--- config.mk ---
export PLATFORM = sky130hd
export DESIGN_NAME = intel_hex_record_loader_core_flat
export DESIGN_NICKNAME = d
export VERILOG_FILES = /design/src/rtl/ihex_pkg.sv /design/src/rtl/ihex_in_if.sv /design/src/rtl/ihex_out_if.sv /design/src/rtl/ihex_cfg_if.sv /design/src/rtl/ihex_window.sv /design/src/rtl/intel_hex_record_loader_core.sv /design/src/flat_wrapper.sv
export SDC_FILE = /design/constraint.sdc
export NUM_CORES = 1
export LEC_CHECK = 0
export BUFFER_PORTS_ARGS = -buffer_cell sky130_fd_sc_hd__buf_2
export CAP_MARGIN = 5
export CORE_MARGIN = 10
export CORE_UTILIZATION = 31
export DETAILED_ROUTE_END_ITERATION = 12
export PLACE_DENSITY_LB_ADDON = 0.2
export RECOVER_POWER = 25
export REMOVE_ABC_BUFFERS = 1
export SLEW_MARGIN = 20
export SYNTH_ARGS = -nofsm -noshare
export SYNTH_HDL_FRONTEND = slang
export SYNTH_SLANG_ARGS = --single-unit
--- constraint.sdc ---
create_clock -name clk -period 8.05 [get_ports clk]
set_clock_uncertainty 0.05 [all_clocks]
set_input_delay 1.2075 -clock clk [delete_from_list [all_inputs] [get_ports clk]]
set_output_delay 1.2075 -clock clk [all_outputs]
set_load 0.01 [all_outputs]
--- src/rtl/ihex_pkg.sv ---
// ----------------------------------------------------------------------------
// ihex_pkg
// Shared types, codes and helpers for the hex record loader.
// ----------------------------------------------------------------------------
`default_nettype none

package ihex_pkg;

  localparam int LPOS_W = 10;

  localparam logic [7:0] CH_COLON = 8'h3A;
  localparam logic [7:0] CH_LF    = 8'h0A;
  localparam logic [7:0] CH_ZERO  = 8'h30;
  localparam logic [7:0] CH_UPPER = 8'h41;
  localparam logic [7:0] CH_LOWER = 8'h61;

  localparam int POS_COUNT_LAST = 2;
  localparam int POS_ADDR_LAST  = 6;
  localparam int POS_HDR_END    = 9;
  localparam int POS_EXT_END    = 13;

  localparam logic [7:0] REC_DATA    = 8'h00;
  localparam logic [7:0] REC_SEGMENT = 8'h02;
  localparam logic [7:0] REC_LINEAR  = 8'h04;

  localparam logic KIND_WRITE  = 1'b0;
  localparam logic KIND_REPORT = 1'b1;

  typedef enum logic [1:0] {
    MODE_HEADER = 2'd0,
    MODE_DATA   = 2'd1,
    MODE_EXT    = 2'd2,
    MODE_SKIP   = 2'd3
  } mode_t;

  typedef enum logic [1:0] {
    ST_OK     = 2'd0,
    ST_FORMAT = 2'd1,
    ST_MEMORY = 2'd2
  } status_t;

  typedef enum logic [2:0] {
    REG_CODE_BASE   = 3'd0,
    REG_CODE_SIZE   = 3'd1,
    REG_CODE_ENABLE = 3'd2,
    REG_DATA_BASE   = 3'd3,
    REG_DATA_SIZE   = 3'd4,
    REG_DATA_ENABLE = 3'd5
  } reg_idx_t;

  typedef struct packed {
    logic [31:0] code_base;
    logic [31:0] code_size;
    logic        code_enable;
    logic [31:0] data_base;
    logic [31:0] data_size;
    logic        data_enable;
  } cfg_t;

  typedef struct packed {
    logic        hit;
    logic        region;
    logic        enabled;
    logic [31:0] offset;
  } win_t;

  // bit 4 set: not a hex digit
  function automatic logic [4:0] hex_digit(input logic [7:0] c);
    logic [7:0] t;
    begin
      t = 8'd0;
      if (c >= CH_ZERO && c <= CH_ZERO + 8'd9) begin
        t = c - CH_ZERO;
        hex_digit = t[4:0];
      end else if (c >= CH_UPPER && c <= CH_UPPER + 8'd5) begin
        t = c - CH_UPPER + 8'd10;
        hex_digit = t[4:0];
      end else if (c >= CH_LOWER && c <= CH_LOWER + 8'd5) begin
        t = c - CH_LOWER + 8'd10;
        hex_digit = t[4:0];
      end else begin
        hex_digit = 5'h10;
      end
    end
  endfunction

endpackage

`default_nettype wire

--- src/rtl/ihex_in_if.sv ---
// ----------------------------------------------------------------------------
// ihex_in_if
// Character stream channel.
// ----------------------------------------------------------------------------
`default_nettype none

interface ihex_in_if;
  logic       valid;
  logic       ready;
  logic [7:0] character;
  logic       end_of_file;

  modport source (output valid, character, end_of_file, input ready);
  modport sink   (input valid, character, end_of_file, output ready);
endinterface

`default_nettype wire

--- src/rtl/ihex_out_if.sv ---
// ----------------------------------------------------------------------------
// ihex_out_if
// Result channel: byte writes and end-of-file reports.
// ----------------------------------------------------------------------------
`default_nettype none

interface ihex_out_if;
  logic        valid;
  logic        ready;
  logic        kind;
  logic        region;
  logic [31:0] offset;
  logic [7:0]  value;
  logic [1:0]  status;
  logic        last_of_run;

  modport source (output valid, kind, region, offset, value, status, last_of_run,
                  input ready);
  modport sink   (input valid, kind, region, offset, value, status, last_of_run,
                  output ready);
endinterface

`default_nettype wire

--- src/rtl/ihex_cfg_if.sv ---
// ----------------------------------------------------------------------------
// ihex_cfg_if
// Register write channel.
// ----------------------------------------------------------------------------
`default_nettype none

interface ihex_cfg_if;
  logic        valid;
  logic        ready;
  logic [2:0]  index;
  logic [31:0] data;

  modport source (output valid, index, data, input ready);
  modport sink   (input valid, index, data, output ready);
endinterface

`default_nettype wire

--- src/rtl/ihex_window.sv ---
// ----------------------------------------------------------------------------
// ihex_window
// Registered code/data window check for the record header in progress.
// ----------------------------------------------------------------------------
`default_nettype none

module ihex_window import ihex_pkg::*; #(
  parameter int ADDR_BITS = 32
) (
  input  wire logic        clk,
  input  wire cfg_t        cfg,
  input  wire logic [15:0] address_field,
  input  wire logic [31:0] extension_base,
  input  wire logic [7:0]  byte_count,
  output win_t             win
);

  localparam logic [31:0] ADDR_MASK = 32'((64'd1 << ADDR_BITS) - 64'd1);

  logic [32:0] sum;
  logic [31:0] addr;
  logic [32:0] end_addr;
  logic [32:0] code_lim;
  logic [32:0] data_lim;
  logic        code_hit;
  logic        data_hit;

  always_comb begin
    sum      = {17'd0, address_field} + {1'b0, extension_base};
    addr     = sum[31:0] & ADDR_MASK;
    end_addr = {1'b0, addr} + {25'd0, byte_count};
    code_lim = {1'b0, cfg.code_base} + {1'b0, cfg.code_size};
    data_lim = {1'b0, cfg.data_base} + {1'b0, cfg.data_size};
    code_hit = code_lim >= end_addr;
    data_hit = (cfg.data_base <= addr) && (data_lim >= end_addr);
  end

  always_ff @(posedge clk) begin
    win.hit <= code_hit || data_hit;
    if (code_hit) begin
      win.region  <= 1'b0;
      win.enabled <= cfg.code_enable;
      win.offset  <= addr - cfg.code_base;
    end else begin
      win.region  <= 1'b1;
      win.enabled <= cfg.data_enable;
      win.offset  <= addr - cfg.data_base;
    end
  end

endmodule

`default_nettype wire

--- src/rtl/intel_hex_record_loader_core.sv ---
// ----------------------------------------------------------------------------
// intel_hex_record_loader_core
// Hex record parser: one character per transfer, byte writes and reports out.
// ----------------------------------------------------------------------------
// A result is registered and shows in the cycle after its character transfer.
// Throughput: one character per cycle; the output register holds one result
// and the input is taken whenever that register is empty or being drained.
// Window check is registered off the header fields, ahead of the type digits.
// Reset: synchronous; parser state, status and registers return to defaults.
`default_nettype none

module intel_hex_record_loader_core import ihex_pkg::*; #(
  parameter int ADDR_BITS = 32
) (
  input  wire logic clk,
  input  wire logic rst,
  ihex_cfg_if.sink  cfg,
  ihex_in_if.sink   rx,
  ihex_out_if.source tx
);

  cfg_t cfg_regs;
  win_t win;

  logic [LPOS_W-1:0] line_position, line_position_next;
  logic [7:0]        record_kind, record_kind_next;
  logic [7:0]        byte_count, byte_count_next;
  logic [15:0]       address_field, address_field_next;
  logic [31:0]       extension_base, extension_base_next;
  logic [31:0]       write_offset, write_offset_next;
  logic              target_region, target_region_next;
  mode_t             line_mode, line_mode_next;
  logic [3:0]        high_nibble, high_nibble_next;
  status_t           sticky_status, sticky_status_next;
  logic              nibble_bad, nibble_bad_next;

  logic        rx_xfer;
  logic [4:0]  digit;
  logic        bad;
  logic [3:0]  nib;
  logic        res_valid;
  logic        res_kind;
  logic        res_region;
  logic [31:0] res_offset;
  logic [7:0]  res_value;
  status_t     res_status;

  assign cfg.ready = 1'b1;
  assign rx.ready  = !tx.valid || tx.ready;
  assign rx_xfer   = rx.valid && rx.ready;
  assign digit     = hex_digit(rx.character);
  assign bad       = digit[4];
  assign nib       = digit[3:0];

  always_ff @(posedge clk) begin
    if (rst) begin
      cfg_regs <= '{code_base: 32'd0, code_size: 32'd0, code_enable: 1'b1,
                    data_base: 32'd0, data_size: 32'd0, data_enable: 1'b1};
    end else if (cfg.valid) begin
      unique case (cfg.index)
        REG_CODE_BASE:   cfg_regs.code_base   <= cfg.data;
        REG_CODE_SIZE:   cfg_regs.code_size   <= cfg.data;
        REG_CODE_ENABLE: cfg_regs.code_enable <= cfg.data[0];
        REG_DATA_BASE:   cfg_regs.data_base   <= cfg.data;
        REG_DATA_SIZE:   cfg_regs.data_size   <= cfg.data;
        REG_DATA_ENABLE: cfg_regs.data_enable <= cfg.data[0];
        default: ;
      endcase
    end
  end

  ihex_window #(.ADDR_BITS(ADDR_BITS)) u_window (
    .clk            (clk),
    .cfg            (cfg_regs),
    .address_field  (address_field),
    .extension_base (extension_base),
    .byte_count     (byte_count),
    .win            (win)
  );

  // next state
  always_comb begin
    line_position_next  = line_position;
    record_kind_next    = record_kind;
    byte_count_next     = byte_count;
    address_field_next  = address_field;
    extension_base_next = extension_base;
    write_offset_next   = write_offset;
    target_region_next  = target_region;
    line_mode_next      = line_mode;
    high_nibble_next    = high_nibble;
    sticky_status_next  = sticky_status;
    nibble_bad_next     = nibble_bad;

    if (rx.end_of_file) begin
      line_position_next  = '0;
      record_kind_next    = 8'd0;
      byte_count_next     = 8'd0;
      address_field_next  = 16'd0;
      extension_base_next = 32'd0;
      write_offset_next   = 32'd0;
      target_region_next  = 1'b0;
      line_mode_next      = MODE_HEADER;
      high_nibble_next    = 4'd0;
      sticky_status_next  = ST_OK;
      nibble_bad_next     = 1'b0;
    end else if (sticky_status != ST_OK) begin
      // dropped until end of file
    end else if (rx.character == CH_LF) begin
      if (line_mode != MODE_SKIP) sticky_status_next = ST_FORMAT;
      line_position_next = '0;
      line_mode_next     = MODE_HEADER;
      high_nibble_next   = 4'd0;
      nibble_bad_next    = 1'b0;
    end else begin
      unique case (line_mode)
        MODE_HEADER: begin
          if (line_position == '0 && rx.character != CH_COLON) begin
            sticky_status_next = ST_FORMAT;
          end else if (line_position != '0 && bad) begin
            sticky_status_next = ST_FORMAT;
          end else begin
            if (line_position != '0) begin
              priority if (line_position <= LPOS_W'(POS_COUNT_LAST)) begin
                byte_count_next = {byte_count[3:0], nib};
              end else if (line_position <= LPOS_W'(POS_ADDR_LAST)) begin
                address_field_next = {address_field[11:0], nib};
              end else begin
                record_kind_next = {record_kind[3:0], nib};
              end
            end
            line_position_next = line_position + 1'b1;
            if (line_position == LPOS_W'(POS_HDR_END - 1)) begin
              priority if (record_kind_next == REC_SEGMENT ||
                           record_kind_next == REC_LINEAR) begin
                write_offset_next = 32'd0;
                line_mode_next    = MODE_EXT;
              end else if (record_kind_next != REC_DATA) begin
                line_mode_next = MODE_SKIP;
              end else if (!win.hit) begin
                sticky_status_next = ST_MEMORY;
              end else begin
                target_region_next = win.region;
                write_offset_next  = win.offset;
                line_mode_next     = (win.enabled && byte_count != 8'd0) ?
                                     MODE_DATA : MODE_SKIP;
              end
            end
          end
        end
        MODE_EXT: begin
          if (bad) begin
            sticky_status_next = ST_FORMAT;
          end else begin
            write_offset_next  = {16'd0, write_offset[11:0], nib};
            line_position_next = line_position + 1'b1;
            if (line_position == LPOS_W'(POS_EXT_END - 1)) begin
              extension_base_next = (record_kind == REC_LINEAR) ?
                {write_offset[11:0], nib, 16'd0} :
                {12'd0, write_offset[11:0], nib, 4'd0};
              write_offset_next = 32'd0;
              line_mode_next    = MODE_SKIP;
            end
          end
        end
        MODE_DATA: begin
          if (line_position[0]) begin
            nibble_bad_next  = bad;
            high_nibble_next = nib;
          end else begin
            write_offset_next = write_offset + 32'd1;
            byte_count_next   = byte_count - 8'd1;
            if (byte_count == 8'd1) line_mode_next = MODE_SKIP;
          end
          line_position_next = line_position + 1'b1;
        end
        MODE_SKIP: ;
      endcase
    end
  end

  // result
  always_comb begin
    res_valid  = 1'b0;
    res_kind   = KIND_WRITE;
    res_region = 1'b0;
    res_offset = 32'd0;
    res_value  = 8'd0;
    res_status = ST_OK;
    if (rx.end_of_file) begin
      res_valid  = 1'b1;
      res_kind   = KIND_REPORT;
      res_status = sticky_status;
      if (sticky_status == ST_OK && line_mode != MODE_SKIP &&
          !(line_mode == MODE_HEADER && line_position == '0))
        res_status = ST_FORMAT;
    end else if (sticky_status == ST_OK && rx.character != CH_LF &&
                 line_mode == MODE_DATA && !line_position[0]) begin
      res_valid  = 1'b1;
      res_region = target_region;
      res_offset = write_offset;
      res_value  = (nibble_bad || bad) ? 8'hFF : {high_nibble, nib};
    end
  end

  always_ff @(posedge clk) begin
    if (rst) begin
      line_position  <= '0;
      record_kind    <= 8'd0;
      byte_count     <= 8'd0;
      address_field  <= 16'd0;
      extension_base <= 32'd0;
      write_offset   <= 32'd0;
      target_region  <= 1'b0;
      line_mode      <= MODE_HEADER;
      high_nibble    <= 4'd0;
      sticky_status  <= ST_OK;
      nibble_bad     <= 1'b0;
    end else if (rx_xfer) begin
      line_position  <= line_position_next;
      record_kind    <= record_kind_next;
      byte_count     <= byte_count_next;
      address_field  <= address_field_next;
      extension_base <= extension_base_next;
      write_offset   <= write_offset_next;
      target_region  <= target_region_next;
      line_mode      <= line_mode_next;
      high_nibble    <= high_nibble_next;
      sticky_status  <= sticky_status_next;
      nibble_bad     <= nibble_bad_next;
    end
  end

  always_ff @(posedge clk) begin
    if (rst) begin
      tx.valid <= 1'b0;
    end else if (rx_xfer) begin
      tx.valid <= res_valid;
    end else if (tx.ready) begin
      tx.valid <= 1'b0;
    end
  end

  always_ff @(posedge clk) begin
    if (rx_xfer && res_valid) begin
      tx.kind   <= res_kind;
      tx.region <= res_region;
      tx.offset <= res_offset;
      tx.value  <= res_value;
      tx.status <= res_status;
    end
  end

  assign tx.last_of_run = 1'b1;

  a_write_ok: assert property (@(posedge clk) disable iff (rst)
    (tx.valid && tx.kind == KIND_WRITE) |-> tx.status == ST_OK)
    else $error("byte write carries an error status");

  a_eof_report: assert property (@(posedge clk) disable iff (rst)
    (rx_xfer && rx.end_of_file) |=> (tx.valid && tx.kind == KIND_REPORT))
    else $error("end of file gave no report");

  a_error_quiet: assert property (@(posedge clk) disable iff (rst)
    (rx_xfer && !rx.end_of_file && sticky_status != ST_OK) |=> !tx.valid)
    else $error("result after a sticky error");

  a_data_count: assert property (@(posedge clk) disable iff (rst)
    line_mode == MODE_DATA |-> byte_count != 8'd0)
    else $error("data mode with no bytes left");

endmodule

`default_nettype wire

--- src/flat_wrapper.sv ---
// flat-port wrapper written by rule: the top's interface ports become plain ports
module intel_hex_record_loader_core_flat import ihex_pkg::*;
#(
  parameter int ADDR_BITS = 32
)
  (clk, rst, cfg_valid, cfg_index, cfg_data, cfg_ready, rx_valid, rx_character, rx_end_of_file, rx_ready, tx_valid, tx_kind, tx_region, tx_offset, tx_value, tx_status, tx_last_of_run, tx_ready);
  ihex_cfg_if cfg_i ();
  ihex_in_if rx_i ();
  ihex_out_if tx_i ();
  input  wire logic clk;
  input  wire logic rst;
  input wire logic [$bits(cfg_i.valid)-1:0] cfg_valid;
  input wire logic [$bits(cfg_i.index)-1:0] cfg_index;
  input wire logic [$bits(cfg_i.data)-1:0] cfg_data;
  output wire logic [$bits(cfg_i.ready)-1:0] cfg_ready;
  input wire logic [$bits(rx_i.valid)-1:0] rx_valid;
  input wire logic [$bits(rx_i.character)-1:0] rx_character;
  input wire logic [$bits(rx_i.end_of_file)-1:0] rx_end_of_file;
  output wire logic [$bits(rx_i.ready)-1:0] rx_ready;
  output wire logic [$bits(tx_i.valid)-1:0] tx_valid;
  output wire logic [$bits(tx_i.kind)-1:0] tx_kind;
  output wire logic [$bits(tx_i.region)-1:0] tx_region;
  output wire logic [$bits(tx_i.offset)-1:0] tx_offset;
  output wire logic [$bits(tx_i.value)-1:0] tx_value;
  output wire logic [$bits(tx_i.status)-1:0] tx_status;
  output wire logic [$bits(tx_i.last_of_run)-1:0] tx_last_of_run;
  input wire logic [$bits(tx_i.ready)-1:0] tx_ready;
  assign cfg_i.valid = cfg_valid;
  assign cfg_i.index = cfg_index;
  assign cfg_i.data = cfg_data;
  assign cfg_ready = cfg_i.ready;
  assign rx_i.valid = rx_valid;
  assign rx_i.character = rx_character;
  assign rx_i.end_of_file = rx_end_of_file;
  assign rx_ready = rx_i.ready;
  assign tx_valid = tx_i.valid;
  assign tx_kind = tx_i.kind;
  assign tx_region = tx_i.region;
  assign tx_offset = tx_i.offset;
  assign tx_value = tx_i.value;
  assign tx_status = tx_i.status;
  assign tx_last_of_run = tx_i.last_of_run;
  assign tx_i.ready = tx_ready;
  intel_hex_record_loader_core #(.ADDR_BITS(ADDR_BITS)) u_core (.clk(clk), .rst(rst), .cfg(cfg_i), .rx(rx_i), .tx(tx_i));
endmodule
; Word level (Yosys, flattened, before mapping)
; Cells that the tools add are included.
[op_classes]
bitwise_logic = 2
n_eq_ne = 48
add_sub_neg = 14
reduce_logical = 62
order_cmp = 11
muxes = 118
[ops]
columns = op, count
row1 = 2-to-1 mux 32 bit, 18
row2 = 2-to-1 mux 8 bit, 24
row3 = 2-to-1 mux 16 bit, 10
row4 = one-hot mux 32 bit (3 select lines), 1
row5 = adder 32 x 32 -> 33 bit, 2
row6 = greater-or-equal comparator 33 bit, 2
row7 = subtractor 32 bit, 2
row8 = 2-to-1 mux 10 bit, 6
row9 = 2-to-1 mux 2 bit, 25
row10 = 2-to-1 mux 34 bit, 1
row11 = adder 32 x 8 -> 33 bit, 1
row12 = adder 16 x 32 -> 32 bit, 1
row13 = adder 32 x 1 -> 32 bit (second input constant), 1
row14 = less-or-equal comparator 32 bit, 1
row15 = one-hot mux 10 bit (3 select lines), 1
row16 = AND reduction 9 bit, 3
row17 = inequality test 6 x 3 -> 1 bit (second input constant), 4
row18 = AND reduction 11 bit, 2
row19 = 2-to-1 mux 1 bit, 21
row20 = equality test 10 x 4 -> 1 bit (second input constant), 2
row21 = 2-to-1 mux 4 bit, 5
row22 = inequality test 2 bit (second input constant), 9
row23 = AND reduction 6 bit, 3
row24 = nonzero test 2 bit, 9
row25 = other kinds (48), 101
[totals]
out_inout_bits = 48
in_bits = 49
regBits = 326

; Logic depth before layout (Yosys ltp)
; Gate-level depths: netlist (run 1).
[logic_depth]
word_depth = 24
depth_mapped = 28

; Hierarchy
; A second synthesis (run 1) with hierarchy kept.
[hier_totals]
hier_cells = 2890
hier_area_um2 = 23083.4
[by_module_without_submodules]
columns = mod, instances, cells_per_inst, seq_area_each_um2, area_each_um2
row1 = intel_hex_record_loader_core, 1, 1503, 6185.9, 12624.6
row2 = ihex_window, 1, 1387, 700.7, 10458.8

; Least setup slack after synthesis (run 1)
; Ideal clock, no wire load.
[synth_path]
path_type = register -> register
from = reg u_core.extension_base[4]
to = reg u_core.u_window.win[23] (netlist name)
synth_period_minus_slack_ps = 5531
setup_time_ps = 121
setup_slack_ps = 2519
arrival_ps = 5360
path_buffers = 2
stages_incl_launch_ff = 25
path_cell_list = dfxtp_1 -> ha_1 -> fa_1 -> xor2_1 -> ha_1 -> or4_1 -> o21ai_0 -> nor4_4 -> nand4_1 -> o21bai_1 -> o21ai_0 -> ha_1 -> a21o_1 -> a21o_1 -> a21oi_1 -> a21boi_0 -> o22ai_1 -> a21oi_1 -> and3_1 -> o31a_1 -> maj3_2 -> a31o_1 -> buf_6 -> buf_6 -> mux2_4
[synth_via]
elab_chain_len = 4
elab_cells_between_ends = 6
cone_classes = add/sub (4) / order compare (1) / mux (1)
[synth_lines]
columns = item, line_no
row1 = from (decl), intel_hex_record_loader_core.sv:29  ; logic [31:0] extension_base, extension_base_next;
row2 = from (signal assigned), intel_hex_record_loader_core.sv:224  ; extension_base <= extension_base_next;
row3 = adder 16 x 32 -> 32 bit *, ihex_window.sv:29  ; sum = {17'd0, address_field} + {1'b0, extension_base};
row4 = adder 32 x 8 -> 33 bit, ihex_window.sv:31  ; end_addr = {1'b0, addr} + {25'd0, byte_count};
row5 = greater-or-equal comparator 33 bit, ihex_window.sv:34  ; code_hit = code_lim >= end_addr;
row6 = 2-to-1 mux 34 bit *, ihex_window.sv:40  ; if (code_hit) begin
; Every way passes the cells marked *; elsewhere a longest branch is shown, timed or not.
; A chain may end at the register's enable or synchronous reset.

; Worst setup path after layout (run 1)
[layout_path]
from = reg u_core.address_field[4]
to = reg u_core.u_window.win[32] (netlist name)
[layout_via]
elab_chain_len = 4
[layout_lines]
columns = item, line_no
row1 = from (decl), intel_hex_record_loader_core.sv:28  ; logic [15:0] address_field, address_field_next;
row2 = from (signal assigned), intel_hex_record_loader_core.sv:223  ; address_field <= address_field_next;
row3 = adder 16 x 32 -> 32 bit, ihex_window.sv:29
row4 = adder 32 x 8 -> 33 bit, ihex_window.sv:31
row5 = greater-or-equal comparator 33 bit, ihex_window.sv:34
row6 = 2-to-1 mux 34 bit, ihex_window.sv:40
; No other way between the ends.

==> impl_results.md, run 1 <==
* CTS tree: done
* Synth Cell Area at around 0.023 mm²
* Final setup fails at 0
* Clock Power Share at 43.1%
* Number of enable flip-flop cells after synthesis at 44
* Unrepaired setup endpoints after global routing: false
* Die Ht at 291 µm
* Initial core utilization at a little under a third
* Gate Count Post-Synth at 2894
* Crit path launch type: flop
* Relative slew margins at -148%
* Post-route cell area at approximately 0.025 mm²
* Worst-path clk slew at 60 ps
* WP data arrival at 6710 ps
* Req. time, crit path at roughly 8500 ps
* Synth area leaders: dfxtp_1, ha_1, a21oi_1
* HP Class: reg -> reg
* Power Total at 0.00446 W
* Final WS setup at 1750 ps
* Vias/cell at 5.14
* Violated checks: capacitance limit, slew limit
* Switching share of power at roughly 28%
* Crit Path Class: reg -> reg
* FF+latch count, synth at 322
* Share of total power in combinational logic at 16.3%
* Share of cells above drive strength 1 at 7.28%
* Worst Setup SP: u_core.address_field[4]
* Min-delay src: u_core.extension_base[11]
* Slowest CP cell: nor4_4
* Max IR drop VDD at 137 µV
* Post-synth ARST share at 0%
* Drt wl/cell at 18.0 µm
* Nets at approximately 3200
* Sequential share of power at 40.6%
* Routed Antenna Nets at 0
* Post-CTS Setup Bufs at 0
* P_leak at 10.4 nW
* Routability-driven placement congestion ratio at approximately 0.9
* F_max at 0.159 GHz
* Post-CTS sizing at 0
* Crit-path max cell delay at approximately 440 ps
* Crit share post-route at 78.3%
* First-pass GRT wire length at 111 mm
* Synth top area share at 24.5%
* Area delta synth->final at 11.8%
* CTS buffer count at 40
* Actual slew at the worst max-slew pin at 3720 ps
* Worst reg2reg path depth at 24
* Critical-path cell list: ha_1, fa_1, xor2_1, ha_1, o21ai_0, a21oi_1, o21ai_0, nor4_4, nand4_1, o21bai_1, o21ai_0, ha_1, a21o_1, a21o_1, a21oi_1, a21boi_0, o22ai_1, a21oi_1, and3_1, o31a_1, maj3_2, a31o_2, buf_4, mux2_4
* Synth cell types at 90
* WL final at approximately 70 mm
* Pins Over Slew Limit at about 280
* Main synth FF type: dfxtp_1
* Clock tree root buffer cell: clkbuf_16
* Max_cap viols at 5
* # rows at 99
* DRT iter0 DRCs at 1495
* Vias in the first global route at between 15000 and 20000
* Register area share after synthesis at 30.3%
* I/O pin cnt at slightly below 100
* Hold_buf cts at 0
* Initial antenna violation count at 6
* Final Hold Viols at 0
* Buffers on Ports at between 90 and 100
* Die area at 0.0846 mm²
* Average size of a mapped cell at 7.86 µm²
* Total Neg Setup Slack at 0 ps
* Die width at 291 µm
* Routed via count at about 20000
* Drt pass-1 iters at 5
* Outcome: finished, violations left
* Yosys top cell by area: dfxtp_1
* Tmin final at 6300 ps
* Cell Pwr Density at 175 mW/mm²
* CP max FO at 34
* Reg2Reg Setup Slack at 1750 ps
* Placed cell area at 0.0241 mm²
* Sink Count at 322
* Setup WS pre-CTS at ~1800 ps
* Switch Pwr at 0.00126 W
* Largest net degree at the start of global routing at 86
* GRT overflow at 0
* Total GRT Usage at 16.0%
* Yosys warns at 0
* Worst r2r dst: u_core.u_window.win[32]
* Hpwl dp at 54.3 mm
* Worst-Skew Late Latency at 570 ps
* CTS max path bufs at 3
* Worst setup endpoint: u_core.u_window.win[32]
* CP Capture Type: flop
* Core area at 0.0728 mm²
* Internal at 0.00320 W
* Post-route DRC at 0
* Reg2reg start: u_core.address_field[4]
* H-Tree Depth at 2
-- cells by family after synthesis --
group / share of synthesized area [%]
DFF: 30.3
buffers and inverters: 4.78
adders and majority gates: 12.8
other: 0.0165
and+or+nand+nor: 21.3
xor gates and xnor gates: 7.23
AOI/OAI and AO/OA: 21.6
muxes: 1.99
-- cell usage after synthesis, types with 6 or more instances --
cell type    n
nand2_1    430
a21oi_1    361
dfxtp_1    278
ha_1       223
nor2_1     207
inv_1      151
clkbuf_1   114
nand3_1    113
xnor2_1    108
o21ai_0    105
xor2_1      78
a21o_1      62
edfxtp_1    44
and2_1      43
nor3_1      42
nor2b_1     39
nand4_1     32
o21a_1      32
mux2i_1     31
nand2b_1    29
a211oi_1    28
a22o_1      25
and3_1      24
a22oi_1     22
o21bai_1    18
o22ai_1     17
or2_2       15
a31oi_1     14
o211ai_1    11
a2111oi_0    9
nor4_1       9
nor4b_1      9
o31ai_1      9
or3_1        9
buf_2        8
a211o_1      7
a21boi_0     6
a221oi_1     6
fa_1         6
mux2_2       6
o31a_1       6
or4_1        6
-- area by class of cell --
| class | instances | area, µm² |
|---|---|---|
| sequential | 322 | 6890 |
| timing repair buffer | 116 | 599 |
| antenna | 1 | 2.50 |
| fill | 7739 | 47400 |
| clock inverter | 21 | 279 |
| inverter | 152 | 571 |
| tap | 959 | 1200 |
| clock buffer | 51 | 1100 |
| multi-input combinational | 2293 | 14800 |
-- stage by stage --
stage          instances  utilization [%]  hold slack (ps)
2_1_floorplan       2767                -              376
3_3_place_gp        3842             33.1              400
3_5_place_dp        3842             33.1              403
4_1_cts             3914             35.0              412
5_1_grt             3915             34.9              424
6_report            3915             34.9              409
-- worst min-delay path by stage --
stage	to	cells after the start	slack (ps)
3_3_place_gp	u_core.cfg_regs[21]	2	400
2_1_floorplan	u_core.extension_base[30]	2	380
3_5_place_dp	u_core.extension_base[11]	2	400
5_1_grt	u_core.cfg_regs[12]	2	420
6_report	u_core.extension_base[11]	2	410
4_1_cts	u_core.cfg_regs[86]	2	410
-- power by group through the flow --
stage | clock network, W | registers (W) | logic, W
final | 0.00192 | 0.00181 | 0.000727
after floorplan | 0 | 0.00180 | 0.000512
after global routing | 0.00202 | 0.00182 | 0.000811
after detailed placement | 0 | 0.00184 | 0.000727
after CTS | 0.00197 | 0.00181 | 0.000731
after global placement | 0 | 0.00185 | 0.000724
-- layout by cell type, fill, tap and decap left out, drive strengths merged, types with 39 or more instances in the layout --
| master | synthesis | routed |
|---|---|---|
| xnor2 | 109 | 109 |
| dfxtp | 278 | 278 |
| nor2 | 208 | 208 |
| clkbuf | 114 | 70 |
| nor2b | 39 | 39 |
| xor2 | 78 | 78 |
| o21ai | 111 | 111 |
| ha | 223 | 223 |
| nand3 | 113 | 113 |
| nor3 | 43 | 43 |
| inv | 152 | 153 |
| edfxtp | 44 | 44 |
| a21o | 62 | 62 |
| buf | 14 | 97 |
| and2 | 44 | 44 |
| nand2 | 430 | 430 |
| a21oi | 363 | 363 |
-- worst max-delay path, delay by kind of cell (launching register included) --
kind                     cells  cell delay [ps]
buffers and inverters        1              300
AO/OA/AOI/OAI               13             2460
flip-flops                   1              330
multiplexers                 1              370
adder cells (fa/ha/maj)      5             1610
XOR/XNOR                     1              230
AND/OR/NAND/NOR              3              820
-- registers in the layout, summed over array words and instances (netlist names) --
signal	flops
u_core.address_field	16
u_core.byte_count	8
u_core.cfg_regs	130
u_core.extension_base	28
u_core.high_nibble	4
u_core.line_mode	2
u_core.line_position	10
u_core.nibble_bad	1
u_core.record_kind	8
u_core.sticky_status	2
u_core.target_region	1
u_core.tx.kind	1
u_core.tx.offset	32
u_core.tx.region	1
u_core.tx.status	2
u_core.tx.valid	1
u_core.tx.value	8
u_core.u_window.win	35
u_core.write_offset	32
-- per-layer routing --
metal	vias to the layer above	part of all wire, %	GRT usage, %
met5	-	0.076	0
met4	8	2.3	4.11
met3	93	4.5	2.43
met2	420	43	25.1
met1	9288	50	22.6
li1	10298	-	-
No activity file was read; power rests on OpenSTA's default activity.
==> inputs of run 2 (changes only) <==
- clock period: 8.05 -> 5.48 ns (I/O delays scaled with it)
==> run 2 against run 1 <==
  * The flow finishes with violations (capacitance limit, slew limit, setup timing)
  * Sequential share of layout area is 1.4 points lower
  * Worst hold slack improved by 0.79 ps
  * Register-to-register slack lost 1800 ps
  * Non-clock buffer count increased by 143
  * Largest power group is now registers
  * Worst setup slack got worse by 1800 ps
  * Global-route usage grew 0.41 points
  * Total power rose by 47%
==> impl_results.md, run 2 (same netlist as run 1, synthesis figures left out) <==
* Outcome: finished, violations left
* Violated checks: capacitance limit, slew limit, setup timing
* Drt wl/cell at 18.0 µm (-0.39%)
* Crit path launch type: flop
* Worst r2r dst: u_core.u_window.win[31]
* Routed length on met2 at 32.4 mm (+5.7%)
* WP data arrival at 5930 ps (-780 ps)
* Final std cells w/o fill at 4059 (+3.7%)
* Most frequent cells in the layout: nand2_1, a21oi_1, dfxtp_1, ha_1, nor2_1
* Max reg flops at 130 (unchanged)
* I/O pin cnt at 97 (unchanged)
* Crit-path max cell delay at 510 ps (+70 ps)
* Tmin final at 5530 ps (-775 ps)
* Worst-path clk slew at 70 ps (about the same)
* Switch Pwr at 0.00193 W (+53%)
* Worst reg2reg path depth at 26 (+8.3%)
* DRT met1 WL at 35.8 mm (+2.2%)
* HP Class: reg -> reg
* Die area at 0.0846 mm² (unchanged)
* Initial core utilization at 31.2% (unchanged)
* Pins Over Slew Limit at 132 (-54%)
* Actual slew at the worst max-slew pin at 4960 ps (+1240 ps)
* Clock tree root buffer cell: clkbuf_16
* F_max at 0.181 GHz (+14%)
* Min-Delay Endpoint: u_core.extension_base[14]
* CP Capture Type: flop
* Clock Power Share at 40.3% (-2.8 points)
* Post-route DRC at 0 (unchanged)
* Worst path top cell family by delay: compound AO/OA/AOI/OAI gates
* Sink Count at 322 (unchanged)
* Hpwl dp at 56.2 mm (+3.5%)
* Final WS setup at -48.5 ps (-1790 ps)
* Routed via count at 20681 (+2.9%)
* Setup WS pre-CTS at -249 ps (-2030 ps)
* Hold_buf cts at 0 (unchanged)
* Die width at 291 µm (unchanged)
* Min-delay src: u_core.extension_base[14]
* Area delta synth->final at 18.1%
* Routed Antenna Nets at 0 (unchanged)
* Share of total power in combinational logic at 19.0% (+2.7 points)
* Final setup fails at 13 (+13)
* Die Ht at 291 µm (unchanged)
* Worst path bufs/invs at 3 (+2)
* Reg2reg start: u_core.extension_base[4]
* Max_cap viols at 2 (-3)
* Total GRT Usage at 16.4% (+0.41 points)
* Sequential share of power at 40.8% (+0.2 points)
* Buffers on Ports at 94 (unchanged)
* Most common cell after layout, fill and taps aside: nand2_1
* Reg2Reg Setup Slack at -50 ps (-1790 ps)
* Routability-driven placement congestion ratio at 0.877 (-2.0%)
* Crit share post-route at 101% (+23 points)
* P_leak at 11.1 nW (+7.6%)
* Register with the most flip-flops: u_core.cfg_regs
* Vias/cell at 5.10 (-0.79%)
* Final Hold Viols at 0 (unchanged)
* Share of cells above drive strength 1 at 13.8% (+6.6 points)
* Crit Path Class: reg -> reg
* CTS buffer count at 40 (unchanged)
* CTS tree: done
* Internal at 0.00460 W (+44%)
* Max IR drop VDD at 190 µV (+38%)
* Worst hold stages at 2 (unchanged)
* Relative slew margins at -231% (-83 points)
* Drt pass-1 iters at 5 (unchanged)
* CP max FO at 6 (-82%)
* Top sig layer: met5
* Biggest regs: u_core.cfg_regs x130, u_core.u_window.win x35
* Cell Pwr Density at 243 mW/mm² (+39%)
* First-pass GRT wire length at 114 mm (+2.7%)
* DRT iter0 DRCs at 1336 (-11%)
* CTS max path bufs at 3 (unchanged)
* H-Tree Depth at 2 (unchanged)
* Met3 wire len at 3.13 mm (-2.2%)
* Switching share of power at 29.6% (+1.3 points)
* Worst-Skew Late Latency at 590 ps (+20 ps)
* Most used cell, CP: a21oi_2
* Req. time, crit path at 5880 ps (-2570 ps)
* Initial antenna violation count at 7 (+1)
* Placed Cells at 3970 (+3.3%)
* Unrepaired setup endpoints after global routing: true
* Largest net degree at the start of global routing at 114 (+33%)
* Vias in the first global route at 20030 (+3.8%)
* Slowest CP cell: or4_4
* # rows at 99 (unchanged)
* GRT overflow at 0 (unchanged)
* Nets at 3346 (+4.5%)
* Final-layout fill cell count at 7803 (+0.83%)
* WL final at 72.9 mm (+3.3%)
* Core area at 0.0728 mm² (unchanged)
==> run 2: worst min-delay path, stage by stage, from the launching register on <==
cell	delay, ps
dfxtp_1	310
nand2_1	50
a21oi_1	50
==> run 2: through the flow <==
step / TNS [ps] / utilization, % / hold slack [ps] / power, W / area, µm²
final: -336 / 36.9 / 410 / 0.00654 / 26900
after global routing: -6720 / 36.9 / 422 / 0.00684 / 26900
after CTS: -2620 / 36.4 / 413 / 0.00657 / 26500
after detailed placement: -6970 / 34.4 / 404 / 0.00384 / 25100
after global placement: -5490 / 34.4 / 397 / 0.00384 / 25100
after floorplan: -11750 / - / 376 / 0.00340 / 22200
==> run 2: final cells by class <==
| cell class | count | area (µm²) | area share (%) |
|---|---|---|---|
| Multi-Input combinational cell | 2293 | 15100 | 56.2 |
| Sequential cell | 322 | 6890 | 25.7 |
| Timing Repair Buffer | 259 | 1820 | 6.77 |
| Tap cell | 959 | 1200 | 4.47 |
| Clock buffer | 49 | 1070 | 4.00 |
| Inverter | 152 | 571 | 2.12 |
| Clock inverter | 23 | 209 | 0.778 |
| Antenna cell | 2 | 5.00 | 0.0186 |
==> run 2: layer usage <==
| layer | up-vias | GRT usage (%) |
|---|---|---|
| li1 | 10590 | - |
| met1 | 9653 | 22.7 |
| met2 | 335 | 26.2 |
| met3 | 93 | 2.87 |
| met4 | 10 | 3.81 |
| met5 | - | 0 |
==> run 2: how the worst max path moves through the flow <==
stage | from | end | slack (ps) | cells after the start
after global placement | u_core.extension_base[4] | u_core.u_window.win[32] | -210 | 24
after floorplan | u_core.extension_base[4] | u_core.u_window.win[23] | -470 | 22
final | u_core.extension_base[4] | u_core.u_window.win[31] | -50 | 26
after global routing | u_core.extension_base[4] | u_core.u_window.win[31] | -240 | 26
after CTS | u_core.extension_base[4] | u_core.u_window.win[23] | -120 | 24
after detailed placement | u_core.extension_base[4] | u_core.u_window.win[4] | -250 | 24
==> run 2: repair_timing <==
action	in CTS	in global routing
endpoints found under the setup margin	35	35
endpoints found under the hold margin	0	0
cloned	2	1
pin swaps	4	25
setup buffers	3	9
gates resized for setup	20	65
==> run 2: power groups by stage <==
stage	clock, W	sequential [W]	combinational (W)
after floorplan	0	0.00265	0.000752
after global placement	0	0.00272	0.00112
after detailed placement	0	0.00271	0.00112
after CTS	0.00270	0.00266	0.00120
after global routing	0.00280	0.00268	0.00136
final	0.00263	0.00266	0.00124
